`src/hw/rtl/rrss_pkg.sv`:
```
`timescale 1ns / 1ps

package rrss_pkg;

   localparam int TICKS_W     = 16;
   localparam int SLICE_W     = 8;
   localparam int OUT_IDX_W   = 6;
   localparam int KIND_W      = 2;
   localparam int RSP_W       = 16;
   localparam logic [SLICE_W-1:0] SLICE_RESET = 8'd16;

   typedef enum logic [1:0] {
      ST_DEAD     = 2'd0,
      ST_BLOCKED  = 2'd1,
      ST_RUNNABLE = 2'd2,
      ST_RUNNING  = 2'd3
   } status_type;

   typedef enum logic [1:0] {
      KIND_TICK  = 2'd0,
      KIND_SLEEP = 2'd1,
      KIND_EXIT  = 2'd2,
      KIND_FORK  = 2'd3
   } kind_type;

   typedef enum logic [1:0] {
      ALU_TICK_OTHER,
      ALU_TICK_CUR,
      ALU_CLAIM
   } alu_op_type;

   typedef struct packed {
      alu_op_type           op;
      kind_type             kind;
      logic [SLICE_W-1:0]   time_slice;
   } alu_ctl_type;

   typedef enum logic [1:0] {
      SEQ_IDLE,
      SEQ_WALK,
      SEQ_SWITCH,
      SEQ_DONE
   } seq_state_type;

endpackage

```
`src/hw/rtl/round_robin_sleep_scheduler.sv`:
```
`timescale 1ns / 1ps

// Round robin task scheduler with sleep countdowns and a time slice. Each request transaction
// is an event (tick, sleep, exit or fork) and gives exactly one response transaction with
// the current slot, its status, whether the current slot changed, and the fork outcome.
// The per-slot records live in a single-port-read memory, and one shared slot update unit
// walks them one slot per cycle: a tick, sleep or exit visits every slot starting after the
// current one and ending on it, and passes through SEQ_SWITCH before the response is loaded
// when the scheduler switches to another slot; a fork walks from slot 1 and stops at the
// first dead slot or at the last slot; a sleep of zero ticks goes straight to SEQ_DONE.
// The block accepts one request at a time and is ready again in the cycle after the response
// is loaded, even if that response is still waiting on rsp_tready.
// No clearing pass is needed after reset. time_slice is written through csr_we/csr_wdata
// and must only change while the block is idle.

module round_robin_sleep_scheduler #(
   parameter int SLOTS      = 4,
   parameter int SLEEP_BITS = 16
) (
   input  logic                          clock,
   input  logic                          reset,
   // request channel
   input  logic                          req_tvalid,
   output logic                          req_tready,
   input  logic [rrss_pkg::TICKS_W-1:0]  req_tdata,   // [15:0] sleep_ticks
   input  logic [rrss_pkg::KIND_W-1:0]   req_tuser,   // [1:0] kind
   // response channel
   output logic                          rsp_tvalid,
   input  logic                          rsp_tready,
   output logic [rrss_pkg::RSP_W-1:0]    rsp_tdata,   // [5:0] running_slot, [7:6] current_status,
                                                      // [8] switched, [9] fork_ok,
                                                      // [15:10] child_slot
   // configuration
   input  logic                          csr_we,
   input  logic [rrss_pkg::SLICE_W-1:0]  csr_wdata    // time_slice
);
   import rrss_pkg::*;

   localparam int IDX_W = $clog2(SLOTS);
   localparam int CNT_W = $clog2(SLOTS + 1);
   localparam int REC_W = 2 + SLEEP_BITS + SLICE_W;
   localparam int EXT_W = (SLEEP_BITS > TICKS_W) ? SLEEP_BITS : TICKS_W;

   // sequencer state
   seq_state_type            state_ff, state_in;
   kind_type                 kind_ff, kind_in;
   logic [SLEEP_BITS-1:0]    sleep_len_ff, sleep_len_in;
   logic [IDX_W-1:0]         cur_ff, cur_in;
   status_type               cur_st_ff, cur_st_in;
   logic [IDX_W-1:0]         rd_addr_ff, rd_addr_in;
   logic [CNT_W-1:0]         issue_cnt_ff, issue_cnt_in;
   logic                     pv_ff, pv_in;          // read data in flight is valid
   logic [IDX_W-1:0]         pa_ff, pa_in;          // slot of the read data
   logic                     found_ff, found_in;
   logic [IDX_W-1:0]         nxt_ff, nxt_in;
   logic [SLEEP_BITS-1:0]    nxt_sleep_ff, nxt_sleep_in;
   logic [SLICE_W-1:0]       nxt_slice_ff, nxt_slice_in;
   logic                     switched_ff, switched_in;
   logic                     fork_ok_ff, fork_ok_in;
   logic [IDX_W-1:0]         child_ff, child_in;
   logic [SLICE_W-1:0]       time_slice_ff;
   logic                     rsp_tvalid_ff, rsp_tvalid_in;
   logic [RSP_W-1:0]         rsp_tdata_ff, rsp_tdata_in;

   // memory port signals
   logic                     mem_wr_en;
   logic [IDX_W-1:0]         mem_wr_addr;
   logic [REC_W-1:0]         mem_wr_data;
   logic                     mem_rd_en;
   logic [REC_W-1:0]         mem_rd_data;
   logic                     mem_rd_written;

   // slot record as read, reset value substituted for unwritten entries
   status_type               rec_st;
   logic [SLEEP_BITS-1:0]    rec_sleep;
   logic [SLICE_W-1:0]       rec_slice;

   // shared update unit
   alu_ctl_type              alu_ctl;
   status_type               alu_st;
   logic [SLEEP_BITS-1:0]    alu_sleep;
   logic [SLICE_W-1:0]       alu_slice;

   logic [IDX_W-1:0]         rd_addr_inc;
   logic [IDX_W-1:0]         cur_inc;
   logic [CNT_W-1:0]         issue_total;
   logic [EXT_W-1:0]         ticks_ext;
   logic [EXT_W-1:0]         sleep_max_ext;
   logic [SLEEP_BITS-1:0]    sleep_sat;
   kind_type                 req_kind;

   assign req_kind      = kind_type'(req_tuser);
   assign ticks_ext     = EXT_W'(req_tdata);
   assign sleep_max_ext = EXT_W'({SLEEP_BITS{1'b1}});
   // a sleep length wider than the countdown saturates
   assign sleep_sat     = (ticks_ext > sleep_max_ext) ? {SLEEP_BITS{1'b1}}
                                                      : ticks_ext[SLEEP_BITS-1:0];

   // round robin successor, slot count need not be a power of two
   assign rd_addr_inc = (rd_addr_ff == IDX_W'(SLOTS - 1)) ? '0 : rd_addr_ff + 1'b1;
   assign cur_inc     = (cur_ff == IDX_W'(SLOTS - 1)) ? '0 : cur_ff + 1'b1;

   // tick walks all slots, fork walks slots 1 and up
   assign issue_total = (kind_ff == KIND_FORK) ? CNT_W'(SLOTS - 1) : CNT_W'(SLOTS);

   // slot 0 starts running, all others dead with zero counters
   assign rec_st    = mem_rd_written ? status_type'(mem_rd_data[REC_W-1 -: 2])
                                     : ((pa_ff == '0) ? ST_RUNNING : ST_DEAD);
   assign rec_sleep = mem_rd_written ? mem_rd_data[SLICE_W +: SLEEP_BITS] : '0;
   assign rec_slice = mem_rd_written ? mem_rd_data[SLICE_W-1:0] : '0;

   assign alu_ctl.op         = (kind_ff == KIND_FORK) ? ALU_CLAIM
                               : ((pa_ff == cur_ff) ? ALU_TICK_CUR : ALU_TICK_OTHER);
   assign alu_ctl.kind       = kind_ff;
   assign alu_ctl.time_slice = time_slice_ff;

   rrss_slot_alu #(
      .SLEEP_BITS (SLEEP_BITS)
   ) u_alu (
      .ctl       (alu_ctl),
      .sleep_len (sleep_len_ff),
      .st_in     (rec_st),
      .sleep_in  (rec_sleep),
      .slice_in  (rec_slice),
      .st_out    (alu_st),
      .sleep_out (alu_sleep),
      .slice_out (alu_slice)
   );

   rrss_slot_mem #(
      .DEPTH (SLOTS),
      .WIDTH (REC_W)
   ) u_mem (
      .clock      (clock),
      .reset      (reset),
      .wr_en      (mem_wr_en),
      .wr_addr    (mem_wr_addr),
      .wr_data    (mem_wr_data),
      .rd_en      (mem_rd_en),
      .rd_addr    (rd_addr_ff),
      .rd_data    (mem_rd_data),
      .rd_written (mem_rd_written)
   );

   // state register
   always_ff @(posedge clock) begin
      if (reset) begin
         state_ff <= SEQ_IDLE;
      end else begin
         state_ff <= state_in;
      end
   end

   // next state and datapath control
   always_comb begin
      state_in      = state_ff;
      kind_in       = kind_ff;
      sleep_len_in  = sleep_len_ff;
      cur_in        = cur_ff;
      cur_st_in     = cur_st_ff;
      rd_addr_in    = rd_addr_ff;
      issue_cnt_in  = issue_cnt_ff;
      pv_in         = 1'b0;
      pa_in         = rd_addr_ff;
      found_in      = found_ff;
      nxt_in        = nxt_ff;
      nxt_sleep_in  = nxt_sleep_ff;
      nxt_slice_in  = nxt_slice_ff;
      switched_in   = switched_ff;
      fork_ok_in    = fork_ok_ff;
      child_in      = child_ff;
      rsp_tvalid_in = rsp_tvalid_ff && !rsp_tready;
      rsp_tdata_in  = rsp_tdata_ff;
      req_tready    = 1'b0;
      mem_rd_en     = 1'b0;
      mem_wr_en     = 1'b0;
      mem_wr_addr   = pa_ff;
      mem_wr_data   = {alu_st, alu_sleep, alu_slice};

      unique case (state_ff)
         SEQ_IDLE: begin
            req_tready = 1'b1;
            if (req_tvalid) begin
               kind_in      = req_kind;
               sleep_len_in = sleep_sat;
               found_in     = 1'b0;
               switched_in  = 1'b0;
               fork_ok_in   = 1'b0;
               child_in     = '0;
               issue_cnt_in = '0;
               rd_addr_in   = (req_kind == KIND_FORK) ? IDX_W'(1) : cur_inc;
               // sleep of zero ticks leaves everything as it is
               if (req_kind == KIND_SLEEP && req_tdata == '0) begin
                  state_in = SEQ_DONE;
               end else begin
                  state_in = SEQ_WALK;
               end
            end
         end

         SEQ_WALK: begin
            // read side of the walk
            if (issue_cnt_ff < issue_total) begin
               mem_rd_en    = 1'b1;
               rd_addr_in   = rd_addr_inc;
               issue_cnt_in = issue_cnt_ff + 1'b1;
               pv_in        = 1'b1;
            end
            // update side, one slot behind the read
            if (pv_ff) begin
               if (kind_ff == KIND_FORK) begin
                  if (rec_st == ST_DEAD) begin
                     mem_wr_en  = 1'b1;
                     fork_ok_in = 1'b1;
                     child_in   = pa_ff;
                     if (pa_ff == cur_ff) begin
                        cur_st_in = ST_RUNNABLE;
                     end
                     state_in = SEQ_DONE;
                  end else if (pa_ff == IDX_W'(SLOTS - 1)) begin
                     state_in = SEQ_DONE;
                  end
               end else begin
                  mem_wr_en = 1'b1;
                  if (pa_ff != cur_ff) begin
                     // first runnable slot after current, post countdown
                     if (alu_st == ST_RUNNABLE && !found_ff) begin
                        found_in     = 1'b1;
                        nxt_in       = pa_ff;
                        nxt_sleep_in = alu_sleep;
                        nxt_slice_in = alu_slice;
                     end
                  end else if (alu_st != ST_RUNNING && found_ff) begin
                     state_in = SEQ_SWITCH;
                  end else begin
                     // lone or still running current slot stays
                     cur_st_in = alu_st;
                     state_in  = SEQ_DONE;
                  end
               end
            end
         end

         SEQ_SWITCH: begin
            mem_wr_en   = 1'b1;
            mem_wr_addr = nxt_ff;
            mem_wr_data = {ST_RUNNING, nxt_sleep_ff, nxt_slice_ff};
            cur_in      = nxt_ff;
            cur_st_in   = ST_RUNNING;
            switched_in = 1'b1;
            state_in    = SEQ_DONE;
         end

         SEQ_DONE: begin
            // wait for the output register to free up
            if (!rsp_tvalid_ff || rsp_tready) begin
               rsp_tvalid_in = 1'b1;
               rsp_tdata_in  = {OUT_IDX_W'(child_ff), fork_ok_ff, switched_ff,
                                cur_st_ff, OUT_IDX_W'(cur_ff)};
               state_in      = SEQ_IDLE;
            end
         end

         default: begin
            state_in = SEQ_IDLE;
         end
      endcase
   end

   // control registers
   always_ff @(posedge clock) begin
      if (reset) begin
         cur_ff        <= '0;
         cur_st_ff     <= ST_RUNNING;
         pv_ff         <= 1'b0;
         rsp_tvalid_ff <= 1'b0;
         time_slice_ff <= SLICE_RESET;
      end else begin
         cur_ff        <= cur_in;
         cur_st_ff     <= cur_st_in;
         pv_ff         <= pv_in;
         rsp_tvalid_ff <= rsp_tvalid_in;
         if (csr_we) begin
            time_slice_ff <= csr_wdata;
         end
      end
   end

   // payload registers
   always_ff @(posedge clock) begin
      kind_ff      <= kind_in;
      sleep_len_ff <= sleep_len_in;
      rd_addr_ff   <= rd_addr_in;
      issue_cnt_ff <= issue_cnt_in;
      pa_ff        <= pa_in;
      found_ff     <= found_in;
      nxt_ff       <= nxt_in;
      nxt_sleep_ff <= nxt_sleep_in;
      nxt_slice_ff <= nxt_slice_in;
      switched_ff  <= switched_in;
      fork_ok_ff   <= fork_ok_in;
      child_ff     <= child_in;
      rsp_tdata_ff <= rsp_tdata_in;
   end

   assign rsp_tvalid = rsp_tvalid_ff;
   assign rsp_tdata  = rsp_tdata_ff;

endmodule

```
`src/hw/rtl/rrss_slot_alu.sv`:
```
`timescale 1ns / 1ps

module rrss_slot_alu #(
   parameter int SLEEP_BITS = 16
) (
   input  rrss_pkg::alu_ctl_type           ctl,
   input  logic [SLEEP_BITS-1:0]           sleep_len,
   input  rrss_pkg::status_type            st_in,
   input  logic [SLEEP_BITS-1:0]           sleep_in,
   input  logic [rrss_pkg::SLICE_W-1:0]    slice_in,
   output rrss_pkg::status_type            st_out,
   output logic [SLEEP_BITS-1:0]           sleep_out,
   output logic [rrss_pkg::SLICE_W-1:0]    slice_out
);
   import rrss_pkg::*;

   always_comb begin
      st_out    = st_in;
      sleep_out = sleep_in;
      slice_out = slice_in;
      unique case (ctl.op) inside
         ALU_CLAIM: begin
            st_out    = ST_RUNNABLE;
            sleep_out = '0;
            slice_out = '0;
         end
         ALU_TICK_OTHER, ALU_TICK_CUR: begin
            // request applied to current slot before the tick
            if (ctl.op == ALU_TICK_CUR) begin
               if (ctl.kind == KIND_SLEEP) begin
                  st_out    = ST_BLOCKED;
                  sleep_out = sleep_len;
               end else if (ctl.kind == KIND_EXIT) begin
                  st_out = ST_DEAD;
               end
            end
            // countdown, wraps from zero
            if (st_out == ST_BLOCKED) begin
               sleep_out = sleep_out - 1'b1;
               if (sleep_out == '0) begin
                  st_out    = ST_RUNNABLE;
                  slice_out = '0;
               end
            end
            // slice aging of the running slot
            if (ctl.op == ALU_TICK_CUR && st_out == ST_RUNNING) begin
               slice_out = slice_out + 1'b1;
               if (slice_out >= ctl.time_slice) begin
                  st_out    = ST_RUNNABLE;
                  slice_out = '0;
               end
            end
         end
         default: begin
            st_out = st_in;
         end
      endcase
   end

endmodule

```
`src/hw/rtl/rrss_slot_mem.sv`:
```
`timescale 1ns / 1ps

module rrss_slot_mem #(
   parameter int DEPTH = 4,
   parameter int WIDTH = 26
) (
   input  logic                     clock,
   input  logic                     reset,
   input  logic                     wr_en,
   input  logic [$clog2(DEPTH)-1:0] wr_addr,
   input  logic [WIDTH-1:0]         wr_data,
   input  logic                     rd_en,
   input  logic [$clog2(DEPTH)-1:0] rd_addr,
   output logic [WIDTH-1:0]         rd_data,
   output logic                     rd_written
);

   logic [WIDTH-1:0] ram_ff [DEPTH];
   logic [DEPTH-1:0] written_ff;
   logic [WIDTH-1:0] rd_data_ff;
   logic             rd_written_ff;

   // entry not yet written reads back its reset value in the user
   always_ff @(posedge clock) begin
      if (reset) begin
         written_ff <= '0;
      end else if (wr_en) begin
         written_ff[wr_addr] <= 1'b1;
      end
   end

   always_ff @(posedge clock) begin
      if (wr_en) begin
         ram_ff[wr_addr] <= wr_data;
      end
      if (rd_en) begin
         rd_data_ff    <= ram_ff[rd_addr];
         rd_written_ff <= written_ff[rd_addr];
      end
   end

   assign rd_data    = rd_data_ff;
   assign rd_written = rd_written_ff;

endmodule

```
`config.mk`:
```
export PLATFORM = sky130hd
export DESIGN_NAME = round_robin_sleep_scheduler
export DESIGN_NICKNAME = d
export VERILOG_FILES = /design/src/hw/rtl/rrss_pkg.sv /design/src/hw/rtl/round_robin_sleep_scheduler.sv /design/src/hw/rtl/rrss_slot_alu.sv /design/src/hw/rtl/rrss_slot_mem.sv
export SDC_FILE = /design/constraint.sdc
export NUM_CORES = 1
export LEC_CHECK = 0
export ABC_AREA = 1
export BUFFER_PORTS_ARGS = -buffer_cell sky130_fd_sc_hd__buf_2
export CORE_AREA = 4 4 157 159
export DETAILED_ROUTE_END_ITERATION = 16
export DIE_AREA = 0 0 161 163
export SYNTH_ARGS = -nofsm -noshare
export SYNTH_HDL_FRONTEND = slang
export SYNTH_SLANG_ARGS = --single-unit
```
`constraint.sdc`:
```
create_clock -name clock -period 8.1 [get_ports clock]
set_input_delay 1.62 -clock clock [delete_from_list [all_inputs] [get_ports clock]]
set_output_delay 1.62 -clock clock [all_outputs]
set_load 0.05 [all_outputs]
```
==> results.py, run 1 <==
metrics = {
    "sta": {
        "final_max_slew_viol_count": 0,
        "finalHoldViolations": 0,
        "fin_ws_ns": 1.98,
        "tightest_slew_ns": 1.17,
        "hold_slack_ns": 0.418,
        "timing.fmax_ghz": 0.163,
        "skew_ns": 0.0209,
        "timing.final.crit_period_ns": 6.12,
        "tns_ns": 0,
        "setup_violations": 0,
        "maxSlewHeadroom_pct": 22.0,
        "rsz0062_at_grt": "false",
        "period_share_pct": 75.6,
    },
    "finish": {
        "final_net_count": 1116,
        "drive_gt1_share_pct": 15.2,
        "stdcell_area_um2": 11500,
        "final_util_pct": 49.7,
        "ff_latch_area_um2": 6240,
        "final_cell_mix": "193 x edfxtp_1, 192 x nand2_1, 113 x inv_1",
        "multiInputGateArea_um2": 3420,
        "fin_cells": 1401,
        "antenna_cells": 0,
        "final_common_cell": "edfxtp_1",
        "syn_to_final_growth_pct": 11.3,
        "n_fill_cell": 2120,
    },
    "power": {
        "ir_drop_mv": 0.180,
        "total_power_mw": 4.41,
        "power_density_nw_per_um2": 382,
        "p_leak_nw": 4.67,
    },
    "critical_path": {
        "path_max_fanout": 26,
        "r2r.worst_path.cells": 34,
        "cp-start-kind": "flip-flop",
        "worstSetupEndpointType": "flip-flop",
        "critPathMaxStageDelay_ns": 0.49,
        "cp.arrival_ns": 6.31,
        "reg2reg_to": "nxt_sleep_ff[14]",
        "required_ns": 8.29,
        "crit_top_cell": "nand2_1",
        "r2r-start": "kind_ff[1]",
        "r2r_slack_ns": 1.98,
        "critPathSlowestCell": "nor2_2",
        "path_class": "flip-flop to flip-flop",
    },
    "clocking": {
        "cts_root_buffer": "clkbuf_16",
        "postCtsHoldBufs": 0,
        "insertion_delay_ns": 0.52,
        "cts_tree": "done",
        "cts_buffer_depth": 3,
        "cts.clk_slew.worst_paths_ns": 0.06,
        "h-tree-depth": 1,
        "cts_sinks": 215,
        "cts_setup_buffers": 0,
        "cts_inserted_buffers": 24,
        "postCtsResizedCells": 0,
    },
    "global_routing": {
        "antenna_found_initial": 0,
        "grt_usage_pct": 18.5,
        "grt_max_degree": 58,
        "grt_pass1_wl_um": 38200,
        "grt-ovfl-total": 0,
        "grt_pass1_vias": 6857,
    },
    "route": {
        "drt_pass1_iterations": 5,
        "num_vias": 7181,
        "route.detailed.wl_per_inst_um": 17.3,
        "drc": 0,
        "vias_per_cell": 5.13,
        "final_antenna_net_count": 0,
        "drt_first_iter_violations": 606,
        "wl_um": 24300,
    },
    "floorplan": {
        "core_area_um2": 23300,
        "die_y_um": 163,
        "die_area_um2": 26200,
        "num_rows": 56,
        "num_io_pins": 49,
        "initial_core_util_pct": 44.6,
        "die_w_um": 161,
    },
    "job": {
        "drv_cap": 0,
    },
    "placed_design": {
        "hpwl_um": 15900,
        "dp.cells": 1358,
        "routabilityCongestion": 0.926,
        "placed_area_um2": 10800,
        "pre_cts_ws_ns": 2.00,
        "place.port_buffers": 40,
    },
    "synth": {
        "synthAdderAreaFrac_pct": 2.41,
        "synth_seq_cells": 215,
        "synth_compound_area_share_pct": 9.90,
        "synth.yosys.seq_area_share_pct": 60.1,
        "synthCells": 1032,
        "netlist_area_um2": 10400,
        "synth-edff-count": 193,
        "yosysWarnings": 0,
        "synthMuxAreaShare_pct": 0,
        "yosys.area_share.simple_pct": 20.0,
        "synthXorXnorAreaFrac_pct": 0.169,
        "synth_top_family_by_area": "simple AND/OR/NAND/NOR gates",
        "synthArstFlopShare_pct": 0,
        "synth_cell_type_count": 46,
        "syn_area_per_cell_um2": 10.1,
        "synth-main-ff-cell": "edfxtp_1",
    },
    "min_path": {
        "min_delay_worst_endpoint": "rsp_tdata[9]",
        "holdPathStages": 0,
        "hp-start": "fork_ok_ff",
        "hold_class": "flip-flop to flip-flop",
    },
    "run_status": {
        "status": "complete, no violations",
    },
}
worst max-delay path: cells and delay by family, from the launching register on:
| family | cells | cell delay, ns |
|---|---|---|
| flops | 1 | 0.45 |
| compound gates | 1 | 0.17 |
| fa+ha+maj | 3 | 0.69 |
| buf+inv | 7 | 0.80 |
| simple gates | 23 | 3.67 |
Yosys cell counts (2+ instances only):
cell / n / share of area, %
a21oi_1: 39 / 1.9
a31oi_1: 4 / 0.24
and2_1: 4 / 0.24
and3_1: 2 / 0.12
buf_12: 2 / 0.39
buf_2: 5 / 0.24
buf_4: 9 / 0.65
buf_6: 3 / 0.33
clkbuf_1: 30 / 1.1
clkinv_1: 2 / 0.072
dfxtp_1: 22 / 4.2
edfxtp_1: 193 / 56
ha_1: 20 / 2.4
inv_1: 113 / 4.1
inv_2: 10 / 0.36
nand2_1: 192 / 6.9
nand2_2: 25 / 1.5
nand2_4: 4 / 0.43
nand3_1: 41 / 2.0
nand3_2: 3 / 0.29
nand3_4: 3 / 0.51
nand4_1: 29 / 1.7
nand4_2: 2 / 0.24
nor2_1: 88 / 3.2
nor2_2: 14 / 0.84
nor2_4: 10 / 1.1
nor3_1: 6 / 0.29
nor4_1: 3 / 0.18
o21a_1: 5 / 0.36
o21ai_0: 104 / 5.0
o21ai_1: 4 / 0.19
o22ai_1: 27 / 1.6
sequential cells by signal, indices dropped and copies added, names as in the netlist, 3 cells and up:
register          cells
rsp_tdata             8
u_mem.written_ff      4
u_mem.rd_data        26
issue_cnt_ff          3
time_slice_ff         8
sleep_len_ff         16
u_mem.ram_ff        104
nxt_slice_ff          8
nxt_sleep_ff         16
cells by family (layout without fill, tap and decap cells):
kind of cell / Yosys count / in the layout
compound gates: 189 / 189
other cells: 1 / 8
xor+xnor: 2 / 2
flops: 215 / 215
buf+inv: 175 / 218
fa+ha+maj: 20 / 20
simple gates: 430 / 430
metal layers:
layer / track usage (%) / share of wire, %
met5: 0 / 0
met4: 5.58 / 2.6
met3: 2.73 / 5.8
met2: 29.3 / 44
met1: 26.6 / 47
power by group:
part	leakage (nW)	internal (mW)	switching [mW]	total, mW
Combinational	2.35	0.457	1.26	1.72
Clock	0.364	0.598	0.429	1.03
Sequential	1.96	1.59	0.0770	1.67
Total	4.67	2.65	1.77	4.41
cell type report:
cell class / instances / area share [%]
clock buffer: 30 / 5.58
clock inverter: 13 / 0.888
inverter: 125 / 4.06
multi-input combinational: 649 / 29.6
sequential: 215 / 54.0
tap: 319 / 3.46
timing repair buffer: 50 / 2.38
worst max-delay path by stage:
| stage | startpoint | to | depth (start not counted) |
|---|---|---|---|
| 6_report | kind_ff[1] | nxt_sleep_ff[14] | 34 |
| 5_1_grt | kind_ff[1] | nxt_sleep_ff[13] | 33 |
| 4_1_cts | kind_ff[1] | nxt_sleep_ff[14] | 34 |
| 3_5_place_dp | kind_ff[1] | nxt_sleep_ff[13] | 34 |
| 3_3_place_gp | kind_ff[1] | nxt_sleep_ff[13] | 34 |
| 2_1_floorplan | kind_ff[1] | nxt_ff[0] | 34 |
Power figures use the tool's default switching activity.
==> run 2: changes to the inputs <==
==> constraint.sdc (replaced) <==
create_clock -name clock -period 6.24 [get_ports clock]
set_input_delay 1.248 -clock clock [delete_from_list [all_inputs] [get_ports clock]]
set_output_delay 1.248 -clock clock [all_outputs]
set_load 0.05 [all_outputs]
==> run 2 against run 1 <==
Setup slack lost 1.3 ns; hold slack about the same; sequential cell count stayed put; global-route usage is 0.12 points lower; sequential power rose by 30%; maximum frequency is 9.2% higher; clock-buffer cell count is 1 higher; highest routed layer unchanged.
==> results.py, run 2 (synthesis gave the netlist of run 1 again) <==
metrics = {
    "run_status": {
        "status": "complete, no violations",
    },
    "sta": {
        "timing.final.crit_period_ns": 5.60,
        "rsz0062_at_grt": "false",
        "maxSlewHeadroom_pct": 32.0,
        "timing.fmax_ghz": 0.178,
        "fin_ws_ns": 0.636,
        "setup_violations": 0,
        "tightest_slew_ns": 1.02,
        "finalHoldViolations": 0,
        "period_share_pct": 89.8,
        "tns_ns": 0,
        "skew_ns": 0.0106,
        "final_max_slew_viol_count": 0,
    },
    "route": {
        "final_antenna_net_count": 0,
        "drt_first_iter_violations": 459,
        "wl_um": 24300,
        "drt_pass1_iterations": 5,
        "num_vias": 7220,
        "drc": 0,
        "route.detailed.wl_per_inst_um": 17.4,
        "vias_per_cell": 5.16,
    },
    "placed_design": {
        "hpwl_um": 15800,
        "place.port_buffers": 40,
        "routabilityCongestion": 0.967,
        "pre_cts_ws_ns": 0.544,
        "dp.cells": 1359,
        "placed_area_um2": 10800,
    },
    "power": {
        "ir_drop_mv": 0.288,
        "p_leak_nw": 4.65,
        "power_density_nw_per_um2": 494,
        "total_power_mw": 5.68,
    },
    "floorplan": {
        "die_area_um2": 26200,
        "die_y_um": 163,
        "initial_core_util_pct": 44.6,
        "num_rows": 56,
        "die_w_um": 161,
        "num_io_pins": 49,
        "core_area_um2": 23300,
    },
    "critical_path": {
        "critPathMaxStageDelay_ns": 0.41,
        "cp-start-kind": "flip-flop",
        "required_ns": 6.39,
        "path_max_fanout": 26,
        "r2r-start": "cur_ff[0]",
        "worstSetupStartpoint": "cur_ff[0]",
        "path_class": "flip-flop to flip-flop",
        "critPathSlowestCell": "dfxtp_1",
        "cp.arrival_ns": 5.76,
        "worstSetupEndpointType": "flip-flop",
        "crit_top_cell": "nand2_1",
    },
    "finish": {
        "stdcell_area_um2": 11500,
        "antenna_cells": 0,
        "final_net_count": 1116,
        "final_cell_mix": "193 x edfxtp_1, 192 x nand2_1, 113 x inv_1",
        "syn_to_final_growth_pct": 11.0,
        "fin_cells": 1399,
        "final_common_cell": "edfxtp_1",
        "drive_gt1_share_pct": 14.8,
        "regMostFlops": "u_mem.ram_ff",
        "n_fill_cell": 2163,
        "largest_reg_flops": 104,
    },
    "clocking": {
        "cts_buffer_depth": 3,
        "postCtsHoldBufs": 0,
        "h-tree-depth": 1,
        "insertion_delay_ns": 0.51,
        "cts_root_buffer": "clkbuf_16",
        "cts_tree": "done",
        "cts.clk_slew.worst_paths_ns": 0.06,
        "cts_inserted_buffers": 23,
        "cts_sinks": 215,
    },
    "global_routing": {
        "use_met2_pct": 29.0,
        "grt-ovfl-total": 0,
        "grtUsageMet3_pct": 3.11,
        "grt_pass1_wl_um": 38000,
        "grt_max_degree": 59,
        "grt_usage_pct": 18.4,
        "use_met1_pct": 27.0,
        "antenna_found_initial": 0,
        "grt_pass1_vias": 6740,
        "busiest_layer": "met2",
    },
    "job": {
        "drv_cap": 0,
    },
    "min_path": {
        "hold_class": "flip-flop to flip-flop",
        "hp-start": "child_ff[0]",
    },
}
[run 2: worst paths after layout]
check,end,slack (ns),depth (start not counted)
max,nxt_sleep_ff[15],0.64,35
min,rsp_tdata[10],0.42,0
max reg2reg,nxt_sleep_ff[15],0.64,35
min reg2reg,rsp_tdata[10],0.42,0
[run 2: area by class of cell]
class                      instances  area, µm²  share of cell area [%]
timing repair buffer              51        283                    2.46
clock buffer                      31        616                    5.35
sequential                       215       6240                    54.2
tap                              319        399                    3.47
inverter                         125        469                    4.08
clock inverter                     9       80.1                   0.696
multi-input combinational        649       3430                    29.8
[run 2: report_power, final]
group / total, mW / switching [mW] / internal (mW)
sequential: 2.17 / 0.104 / 2.07
combinational: 2.24 / 1.65 / 0.597
clock: 1.27 / 0.537 / 0.734
total: 5.68 / 2.29 / 3.40
[run 2: worst max-delay path: cells and delay by family, from the launching register on]
kind	cells	cell delay, ns
DFF	1	0.41
and+or+nand+nor	24	3.12
buffers and inverters	7	0.84
AOI/OAI and AO/OA	1	0.16
adders and majority gates	3	0.70
[run 2: per-stage QoR]
stage / hold WS (ns) / util (%)
2_1_floorplan: 0.372 / -
3_3_place_gp: 0.401 / 46.5
3_5_place_dp: 0.405 / 46.5
4_1_cts: 0.420 / 49.5
5_1_grt: 0.427 / 49.5
6_report: 0.419 / 49.5
[run 2: metal layers]
metal  wire (µm)  share of wire (%)
met3        1650                6.8
met4         371                1.5
met2       10800                 44
met1       11500                 47
met5           0                  0
[run 2: what timing repair did]
| item | in CTS | in global routing |
|---|---|---|
| setup endpoints to repair | 0 | 26 |
| gates resized for setup | 0 | 1 |
| setup buffers | 0 | 0 |
